`config.mk`:
```
export PLATFORM = sky130hd
export DESIGN_NAME = fasta_record_indexer_core
export DESIGN_NICKNAME = d
export VERILOG_FILES = /design/src/design/fri_pkg.sv /design/src/design/fri_front.sv /design/src/design/fri_queue.sv /design/src/design/fri_back.sv /design/src/design/fasta_record_indexer_core.sv
export SDC_FILE = /design/constraint.sdc
export NUM_CORES = 2
export LEC_CHECK = 0
export BUFFER_PORTS_ARGS = -buffer_cell sky130_fd_sc_hd__buf_4
export CORE_UTILIZATION = 60
export DETAILED_ROUTE_END_ITERATION = 8
export PLACE_DENSITY = 0.79
export SLEW_MARGIN = 20
export SYNTH_ARGS = -nofsm -noshare
export SYNTH_HDL_FRONTEND = slang
export SYNTH_SLANG_ARGS = --single-unit
```
`constraint.sdc`:
```
create_clock -name clk -period 18.4 [get_ports clk]
set_input_delay 1.84 -clock clk [delete_from_list [all_inputs] [get_ports clk]]
set_output_delay 1.84 -clock clk [all_outputs]
set_load 0.005 [all_outputs]
```
`src/design/fri_pkg.sv`:
```
package fri_pkg;

  localparam int OFFSET_BITS = 40;
  localparam int COUNT_BITS  = 32;
  localparam int QUEUE_DEPTH = 2;

  localparam logic [7:0] HDR_CHAR = 8'h3E;
  localparam logic [7:0] NL_CHAR  = 8'h0A;

  typedef logic [OFFSET_BITS-1:0] pos_t;
  typedef logic [OFFSET_BITS:0]   size_t;
  typedef logic [COUNT_BITS-1:0]  count_t;

  typedef enum logic {
    KIND_RECORD  = 1'b0,
    KIND_SUMMARY = 1'b1
  } kind_t;

  typedef enum logic [1:0] {
    ST_OK             = 2'd0,
    ST_MISSING_HEADER = 2'd1,
    ST_COUNT_MISMATCH = 2'd2,
    ST_COUNT_OVERFLOW = 2'd3
  } status_t;

  typedef struct packed {
    logic [7:0] data_byte;
    logic       final_byte;
  } in_item_t;

  typedef struct packed {
    kind_t   kind;
    pos_t    offset;
    pos_t    prior_size;
    count_t  total_records;
    size_t   largest_record;
    size_t   normalized_size;
    logic    newline_added;
    status_t status;
    logic    last_of_run;
  } out_item_t;

  // One classified byte that produces at least one result.
  typedef struct packed {
    logic   has_rec;
    logic   has_sum;
    pos_t   rec_offset;
    pos_t   prior;
    count_t total;
    pos_t   max_size;
    pos_t   last_start;
    pos_t   size;
    logic   newline;
    logic   halted;
  } entry_t;

endpackage

```
`src/design/fri_front.sv`:
```
module fri_front import fri_pkg::*; (
  input  logic     clk,
  input  logic     rst,
  input  logic     byte_valid,
  output logic     byte_ready,
  input  in_item_t byte_data,
  input  logic     queue_full,
  output logic     push,
  output entry_t   push_entry
);

  logic [7:0] prev_byte;
  pos_t       position;
  pos_t       last_start;
  pos_t       max_size;
  count_t     record_total;
  logic       halted;

  logic       halted_next;
  pos_t       last_start_next;
  pos_t       max_size_next;
  count_t     record_total_next;
  pos_t       position_next;
  pos_t       prior;
  logic       rec_hit;
  logic       pos_zero;
  logic       is_hdr;
  logic       fire;

  assign byte_ready = !queue_full;
  assign fire       = byte_valid && byte_ready;
  assign pos_zero   = (position == '0);
  assign is_hdr     = (byte_data.data_byte == HDR_CHAR);
  assign position_next = position + pos_t'(1);

  always_comb begin
    halted_next       = halted;
    last_start_next   = last_start;
    max_size_next     = max_size;
    record_total_next = record_total;
    prior             = '0;
    rec_hit           = 1'b0;
    if (!halted) begin
      if (pos_zero && !is_hdr) begin
        halted_next = 1'b1;
      end else if (is_hdr && (pos_zero || prev_byte == NL_CHAR)) begin
        if (&record_total) begin
          // The count is saturated; this header is dropped.
          halted_next = 1'b1;
        end else begin
          rec_hit = 1'b1;
          if (record_total != '0) begin
            prior = position - last_start;
            if (prior > max_size) begin
              max_size_next = prior;
            end
          end
          last_start_next   = position;
          record_total_next = record_total + count_t'(1);
        end
      end
    end
  end

  always_comb begin
    push_entry.has_rec    = rec_hit;
    push_entry.has_sum    = byte_data.final_byte;
    push_entry.rec_offset = position;
    push_entry.prior      = prior;
    push_entry.total      = record_total_next;
    push_entry.max_size   = max_size_next;
    push_entry.last_start = last_start_next;
    push_entry.size       = position_next;
    push_entry.newline    = (byte_data.data_byte != NL_CHAR);
    push_entry.halted     = halted_next;
  end

  assign push = fire && (rec_hit || byte_data.final_byte);

  always_ff @(posedge clk) begin
    if (rst) begin
      prev_byte    <= '0;
      position     <= '0;
      last_start   <= '0;
      max_size     <= '0;
      record_total <= '0;
      halted       <= 1'b0;
    end else if (fire) begin
      if (byte_data.final_byte) begin
        prev_byte    <= '0;
        position     <= '0;
        last_start   <= '0;
        max_size     <= '0;
        record_total <= '0;
        halted       <= 1'b0;
      end else begin
        prev_byte    <= byte_data.data_byte;
        position     <= position_next;
        last_start   <= last_start_next;
        max_size     <= max_size_next;
        record_total <= record_total_next;
        halted       <= halted_next;
      end
    end
  end

endmodule

```
`src/design/fri_queue.sv`:
```
module fri_queue import fri_pkg::*; (
  input  logic   clk,
  input  logic   rst,
  input  logic   push,
  input  entry_t push_entry,
  output logic   full,
  input  logic   pop,
  output logic   head_valid,
  output entry_t head
);

  localparam int PTR_BITS   = (QUEUE_DEPTH > 1) ? $clog2(QUEUE_DEPTH) : 1;
  localparam int COUNT_W    = $clog2(QUEUE_DEPTH + 1);
  localparam logic [PTR_BITS-1:0] LAST_SLOT = PTR_BITS'(QUEUE_DEPTH - 1);
  localparam logic [COUNT_W-1:0]  DEPTH_C   = COUNT_W'(QUEUE_DEPTH);

  entry_t               slots [QUEUE_DEPTH];
  logic [PTR_BITS-1:0]  wr_ptr;
  logic [PTR_BITS-1:0]  rd_ptr;
  logic [COUNT_W-1:0]   count;

  assign full       = (count == DEPTH_C);
  assign head_valid = (count != '0);
  assign head       = slots[rd_ptr];

  always_ff @(posedge clk) begin
    if (push) begin
      slots[wr_ptr] <= push_entry;
    end
  end

  always_ff @(posedge clk) begin
    if (rst) begin
      wr_ptr <= '0;
      rd_ptr <= '0;
      count  <= '0;
    end else begin
      if (push) begin
        wr_ptr <= (wr_ptr == LAST_SLOT) ? '0 : wr_ptr + PTR_BITS'(1);
      end
      if (pop) begin
        rd_ptr <= (rd_ptr == LAST_SLOT) ? '0 : rd_ptr + PTR_BITS'(1);
      end
      if (push && !pop) begin
        count <= count + COUNT_W'(1);
      end else if (pop && !push) begin
        count <= count - COUNT_W'(1);
      end
    end
  end

`ifndef SYNTHESIS
  a_count_bound: assert property (@(posedge clk) disable iff (rst)
    count <= DEPTH_C)
    else $error("queue holds more entries than its depth");

  a_pop_nonempty: assert property (@(posedge clk) disable iff (rst)
    pop |-> head_valid)
    else $error("queue popped while empty");

  a_push_not_full: assert property (@(posedge clk) disable iff (rst)
    push |-> !full)
    else $error("queue pushed while full");
`endif

endmodule

```
`src/design/fri_back.sv`:
```
module fri_back import fri_pkg::*; (
  input  logic      clk,
  input  logic      rst,
  input  logic      head_valid,
  input  entry_t    head,
  output logic      pop,
  input  count_t    expected_count,
  output logic      result_valid,
  input  logic      result_ready,
  output out_item_t result_data
);

  logic      rec_done;
  logic      load;
  logic      emit_rec;
  size_t     last_len;
  size_t     largest;
  out_item_t beat_next;

  assign load     = head_valid && (!result_valid || result_ready);
  assign emit_rec = head.has_rec && !rec_done;
  assign pop      = load && !(emit_rec && head.has_sum);

  // Size of the final record, with the appended newline when there is one.
  assign last_len = {1'b0, head.size - head.last_start} + size_t'(head.newline);
  assign largest  = (last_len > {1'b0, head.max_size}) ? last_len : {1'b0, head.max_size};

  always_comb begin
    beat_next.prior_size      = '0;
    beat_next.total_records   = head.total;
    beat_next.largest_record  = {1'b0, head.max_size};
    beat_next.normalized_size = '0;
    beat_next.newline_added   = 1'b0;
    beat_next.status          = ST_OK;
    if (emit_rec) begin
      beat_next.kind        = KIND_RECORD;
      beat_next.offset      = head.rec_offset;
      beat_next.prior_size  = head.prior;
      beat_next.last_of_run = !head.has_sum;
    end else begin
      beat_next.kind        = KIND_SUMMARY;
      beat_next.offset      = head.size;
      beat_next.last_of_run = 1'b1;
      if (head.halted) begin
        beat_next.status = (head.total == '0) ? ST_MISSING_HEADER : ST_COUNT_OVERFLOW;
      end else begin
        beat_next.largest_record  = largest;
        beat_next.normalized_size = {1'b0, head.size} + size_t'(head.newline);
        beat_next.newline_added   = head.newline;
        beat_next.status = (head.total != expected_count) ? ST_COUNT_MISMATCH : ST_OK;
      end
    end
  end

  always_ff @(posedge clk) begin
    if (rst) begin
      rec_done     <= 1'b0;
      result_valid <= 1'b0;
    end else begin
      if (load) begin
        rec_done     <= emit_rec && head.has_sum;
        result_valid <= 1'b1;
      end else if (result_ready) begin
        result_valid <= 1'b0;
      end
    end
  end

  always_ff @(posedge clk) begin
    if (load) begin
      result_data <= beat_next;
    end
  end

`ifndef SYNTHESIS
  a_summary_last: assert property (@(posedge clk) disable iff (rst)
    (result_valid && result_data.kind == KIND_SUMMARY) |-> result_data.last_of_run)
    else $error("summary beat without last_of_run");

  a_record_then_summary: assert property (@(posedge clk) disable iff (rst)
    (result_valid && result_ready && result_data.kind == KIND_RECORD
     && !result_data.last_of_run)
    |=> (result_valid && result_data.kind == KIND_SUMMARY))
    else $error("record beat not followed by its summary");

  a_record_clean: assert property (@(posedge clk) disable iff (rst)
    (result_valid && result_data.kind == KIND_RECORD)
    |-> (result_data.status == ST_OK && !result_data.newline_added
         && result_data.normalized_size == '0))
    else $error("record beat carries summary fields");
`endif

endmodule

```
`src/design/fasta_record_indexer_core.sv`:
```
// Timing: each byte's entry is registered in the queue, and the back end then registers the
// result beat from the queue head; the summary beat of a byte that also starts a record
// follows its record beat. Throughput: one byte per cycle while the queue has room; a byte
// that causes both a record beat and a summary beat holds the back end for both beats, so a
// run of one-byte files slows the input once the two-entry queue has filled.
// Reset (synchronous, active high) empties the pipeline and sets expected_count to 1.
module fasta_record_indexer_core import fri_pkg::*; (
  input  logic      clk,
  input  logic      rst,
  input  logic      byte_valid,
  output logic      byte_ready,
  input  in_item_t  byte_data,
  output logic      result_valid,
  input  logic      result_ready,
  output out_item_t result_data,
  input  logic      cfg_valid,
  output logic      cfg_ready,
  input  count_t    cfg_data
);

  // The single configuration register; writes are always taken. The user must issue them
  // only while the block is idle, which it does not enforce, so no in-flight beat sees a change.
  count_t expected_count;

  logic   push;
  entry_t push_entry;
  logic   queue_full;
  logic   head_valid;
  entry_t head;
  logic   pop;

  assign cfg_ready = 1'b1;

  always_ff @(posedge clk) begin
    if (rst) begin
      expected_count <= count_t'(1);
    end else if (cfg_valid && cfg_ready) begin
      expected_count <= cfg_data;
    end
  end

  // The front end tracks the stream state one byte per cycle while the queue
  // has room: it spots header characters at the start of a line, measures the
  // record that just ended, keeps the running maximum and count, and flags a
  // missing header or a saturated count. A result byte becomes one queue entry.
  fri_front u_front (
    .clk        (clk),
    .rst        (rst),
    .byte_valid (byte_valid),
    .byte_ready (byte_ready),
    .byte_data  (byte_data),
    .queue_full (queue_full),
    .push       (push),
    .push_entry (push_entry)
  );

  // The queue decouples the byte side from the result side so that a stalled
  // consumer does not stop the front end until the queue fills.
  fri_queue u_queue (
    .clk        (clk),
    .rst        (rst),
    .push       (push),
    .push_entry (push_entry),
    .full       (queue_full),
    .pop        (pop),
    .head_valid (head_valid),
    .head       (head)
  );

  // The back end turns each entry into one or two result beats. The summary
  // math (final record length, normalized size, status) is done here so the
  // front end's per-byte path stays a compare, a subtract and a max.
  fri_back u_back (
    .clk            (clk),
    .rst            (rst),
    .head_valid     (head_valid),
    .head           (head),
    .pop            (pop),
    .expected_count (expected_count),
    .result_valid   (result_valid),
    .result_ready   (result_ready),
    .result_data    (result_data)
  );

endmodule
```
==> results.json <==
{
  "status": "completed",
  "hpwl_um": 78100,
  "power_density_nw_per_um2": 140,
  "drive_gt1_frac": 0.133,
  "cts-buffers-inserted": 89,
  "slew_headroom": 0.127,
  "critPathMaxStageDelay_ps": 740,
  "yosys_register_bits": 871,
  "gp_congestion": 0.947,
  "synth_top_family_by_area": "simple AND/OR/NAND/NOR gates",
  "multi_input_area_sq_um": 17200,
  "grt_max_degree": 165,
  "core_area_sq_um": 70300,
  "slowest_stage": "buf_4",
  "cts_root_buf": "clkbuf_16",
  "routed_wl_um": 112000,
  "synth_cells": 3730,
  "hold_viol": 0,
  "worstMarginPinSlew_ps": 1290,
  "synth-compound-area-share": 0.102,
  "setup_viol": 0,
  "fmaxAchievable_ghz": 0.110,
  "cp-end-kind": "flop",
  "drc": 0,
  "maxCapViolCount": 0,
  "vias": 30257,
  "grt_overflow": 0,
  "area_growth_pct": 13.4,
  "synth_edf_count": 671,
  "clock_skew_ps": 37.7,
  "cp-start-kind": "flop",
  "peakVddDrop_v": 0.000103,
  "io-pin-count": 248,
  "postCtsSetupRepairBufs": 0,
  "hp-class": "reg2reg",
  "n_fill_cell": 5065,
  "cts_tree": "yes",
  "clock_sinks": 871,
  "synthMuxAreaShare": 0.0794,
  "first_pass_iters": 8,
  "final_nets": 4148,
  "final.setup.tns_ps": 0,
  "ys_seq_area_frac": 0.564,
  "cts.clk_slew.worst_paths_ps": 60,
  "synth_ff_type": "edfxtp_1",
  "synth-simple-area-share": 0.120,
  "p_leak_nw": 18.9,
  "grt_first_pass_wirelength_um": 172000,
  "regArea_sq_um": 24200,
  "whs_ps": 492,
  "htree_levels": 3,
  "antenna_found_initial": 3,
  "slew_violations": 0,
  "die_y_um": 269,
  "clock_path_buffers": 3,
  "clk_latency_ps": 660,
  "yosys.cell_types.count": 88,
  "track_usage": 0.307,
  "start_util": 0.609,
  "dieArea_sq_um": 72400,
  "ant_nets": 0,
  "postSynth.asyncResetShare": 0,
  "synth-adder-area-share": 0.0497,
  "die_x_um": 269,
  "crit_type": "reg2reg",
  "period_share": 0.494,
  "critPathMaxFanout": 104,
  "grt_pass1_vias": 28973,
  "synth_xor_area_frac": 0.0482,
  "cts_hold_buf": 0,
  "num_rows": 97,
  "wire_per_inst_um": 22.7,
  "crit_top_cell": "buf_4",
  "synth_area_sq_um": 42800,
  "crit_required_ps": 18780,
  "syn_nets": 3945,
  "rsz0062_at_grt": "false",
  "cts_resized": 0,
  "cp.arrival_ps": 9470,
  "yosys_warnings": 0,
  "min_period_ps": 9100,
  "syn_avg_cell_area_sq_um": 11.5,
  "port-buffer-count": 246,
  "drt_iter0_markers": 3015,
  "viasPerCell": 6.11
}
[placed cells by master (no fill, tap or decap), types with 52 or more instances in the layout]
master	count
xor2_1	82
xnor2_1	150
edfxtp_1	671
dfxtp_1	199
ha_1	167
nor2_1	387
and3_1	61
a22oi_1	88
a21oi_1	190
a21o_1	59
nand3_1	65
nor3_1	53
mux2_2	70
o21ai_0	129
clkbuf_16	92
buf_4	286
mux2i_1	254
inv_1	234
nor2b_1	56
nand2_1	166
nand4_1	52
[sequential cells by signal (all words and copies together) (netlist names), 2 cells and up, named ones only]
| register | count |
|---|---|
| u_front.max_size | 40 |
| u_back.result_data | 199 |
| u_queue.count | 2 |
| u_front.record_total | 32 |
| u_front.last_start | 40 |
| u_front.position | 40 |
| u_queue.slots | 472 |
| expected_count | 32 |
| u_front.prev_byte | 8 |
[layer usage]
metal  part of all wire  track usage  wire length (um)
met2               0.47        0.493             52800
met5                  0            0                 0
met1               0.41        0.423             46200
met4              0.040        0.125              4460
met3              0.080       0.0411              9020
[per-stage QoR]
| stage | area, sq um | worst slack, ps | total power (W) | util | instances |
|---|---|---|---|---|---|
| 2_1_floorplan | 42800 | 4200 | 0.00415 | - | 3730 |
| 3_3_place_gp | 45600 | 9620 | 0.00492 | 0.648 | 4782 |
| 3_5_place_dp | 45600 | 9550 | 0.00494 | 0.648 | 4782 |
| 4_1_cts | 48500 | 9500 | 0.00677 | 0.691 | 4949 |
| 5_1_grt | 48500 | 8860 | 0.00708 | 0.691 | 4949 |
| 6_report | 48500 | 9300 | 0.00678 | 0.691 | 4950 |
[critical path, delay by kind of cell (launching register included)]
| kind | cells | cell delay, ps |
|---|---|---|
| compound gates | 6 | 1880 |
| flops | 1 | 620 |
| simple gates | 8 | 1720 |
| buf+inv | 6 | 2930 |
| mux | 2 | 530 |
| xor+xnor | 1 | 220 |
| fa+ha+maj | 2 | 700 |
[power breakdown]
group | total, W | switching [W] | leakage [nW] | internal [W]
clock | 0.00183 | 0.000767 | 1.44 | 0.00107
sequential | 0.00257 | 0.0000988 | 8.06 | 0.00248
combinational | 0.00237 | 0.00148 | 9.36 | 0.000889
[synth_stat cells, types with 10 or more instances]
| cell | instances | share of area |
|---|---|---|
| a22oi_1 | 88 | 0.015 |
| a21oi_1 | 190 | 0.022 |
| a31oi_1 | 13 | 0.0019 |
| nand2b_1 | 15 | 0.0022 |
| nand4_1 | 52 | 0.0076 |
| a21o_1 | 59 | 0.010 |
| mux2_2 | 70 | 0.018 |
| xor2_1 | 82 | 0.017 |
| xnor2_1 | 150 | 0.031 |
| inv_1 | 235 | 0.021 |
| o21a_1 | 15 | 0.0026 |
| nand3_1 | 65 | 0.0076 |
| nor2b_1 | 56 | 0.0082 |
| or3_1 | 23 | 0.0034 |
| nor3_1 | 53 | 0.0062 |
| edfxtp_1 | 671 | 0.47 |
| and2_1 | 43 | 0.0063 |
| o21ai_0 | 130 | 0.015 |
| clkbuf_1 | 134 | 0.012 |
| buf_2 | 25 | 0.0029 |
| nor2_1 | 392 | 0.034 |
| a211oi_1 | 41 | 0.0072 |
| ha_1 | 167 | 0.049 |
| a22o_1 | 33 | 0.0067 |
| mux2i_1 | 254 | 0.059 |
| o21bai_1 | 18 | 0.0032 |
| buf_1 | 14 | 0.0012 |
| and3_1 | 61 | 0.0089 |
| o211ai_1 | 10 | 0.0018 |
| dfxtp_1 | 200 | 0.094 |
| nor4_1 | 49 | 0.0072 |
| nand2_1 | 168 | 0.015 |
[cells by family (layout without fill, tap and decap cells)]
kind of cell | count (synthesis) | count (layout)
mux | 328 | 328
simple gates | 1043 | 1043
compound gates | 673 | 673
other cells | 1 | 2
fa+ha+maj | 169 | 169
buf+inv | 411 | 690
flops | 871 | 871
xor+xnor | 234 | 234
[layout make-up]
class,count,share of cell area
Antenna cell,1,0.0000515
Clock buffer,129,0.0523
Clock inverter,38,0.00899
Inverter,235,0.0182
Multi-Input combinational cell,2448,0.354
Sequential cell,871,0.498
Tap cell,940,0.0242
Timing Repair Buffer,288,0.0451
[path summary, 6_finish.rpt]
path	start	end	slack, ps	depth (start not counted)
setup / recovery	flop	u_back.result_data[45]	9300	25
hold / removal	u_front.max_size[24]	u_front.max_size[24]	490	2
setup reg to reg	flop	u_back.result_data[45]	9300	25
hold reg to reg	u_front.max_size[24]	u_front.max_size[24]	490	2
Note: power is estimated with default switching activity, not from simulation.
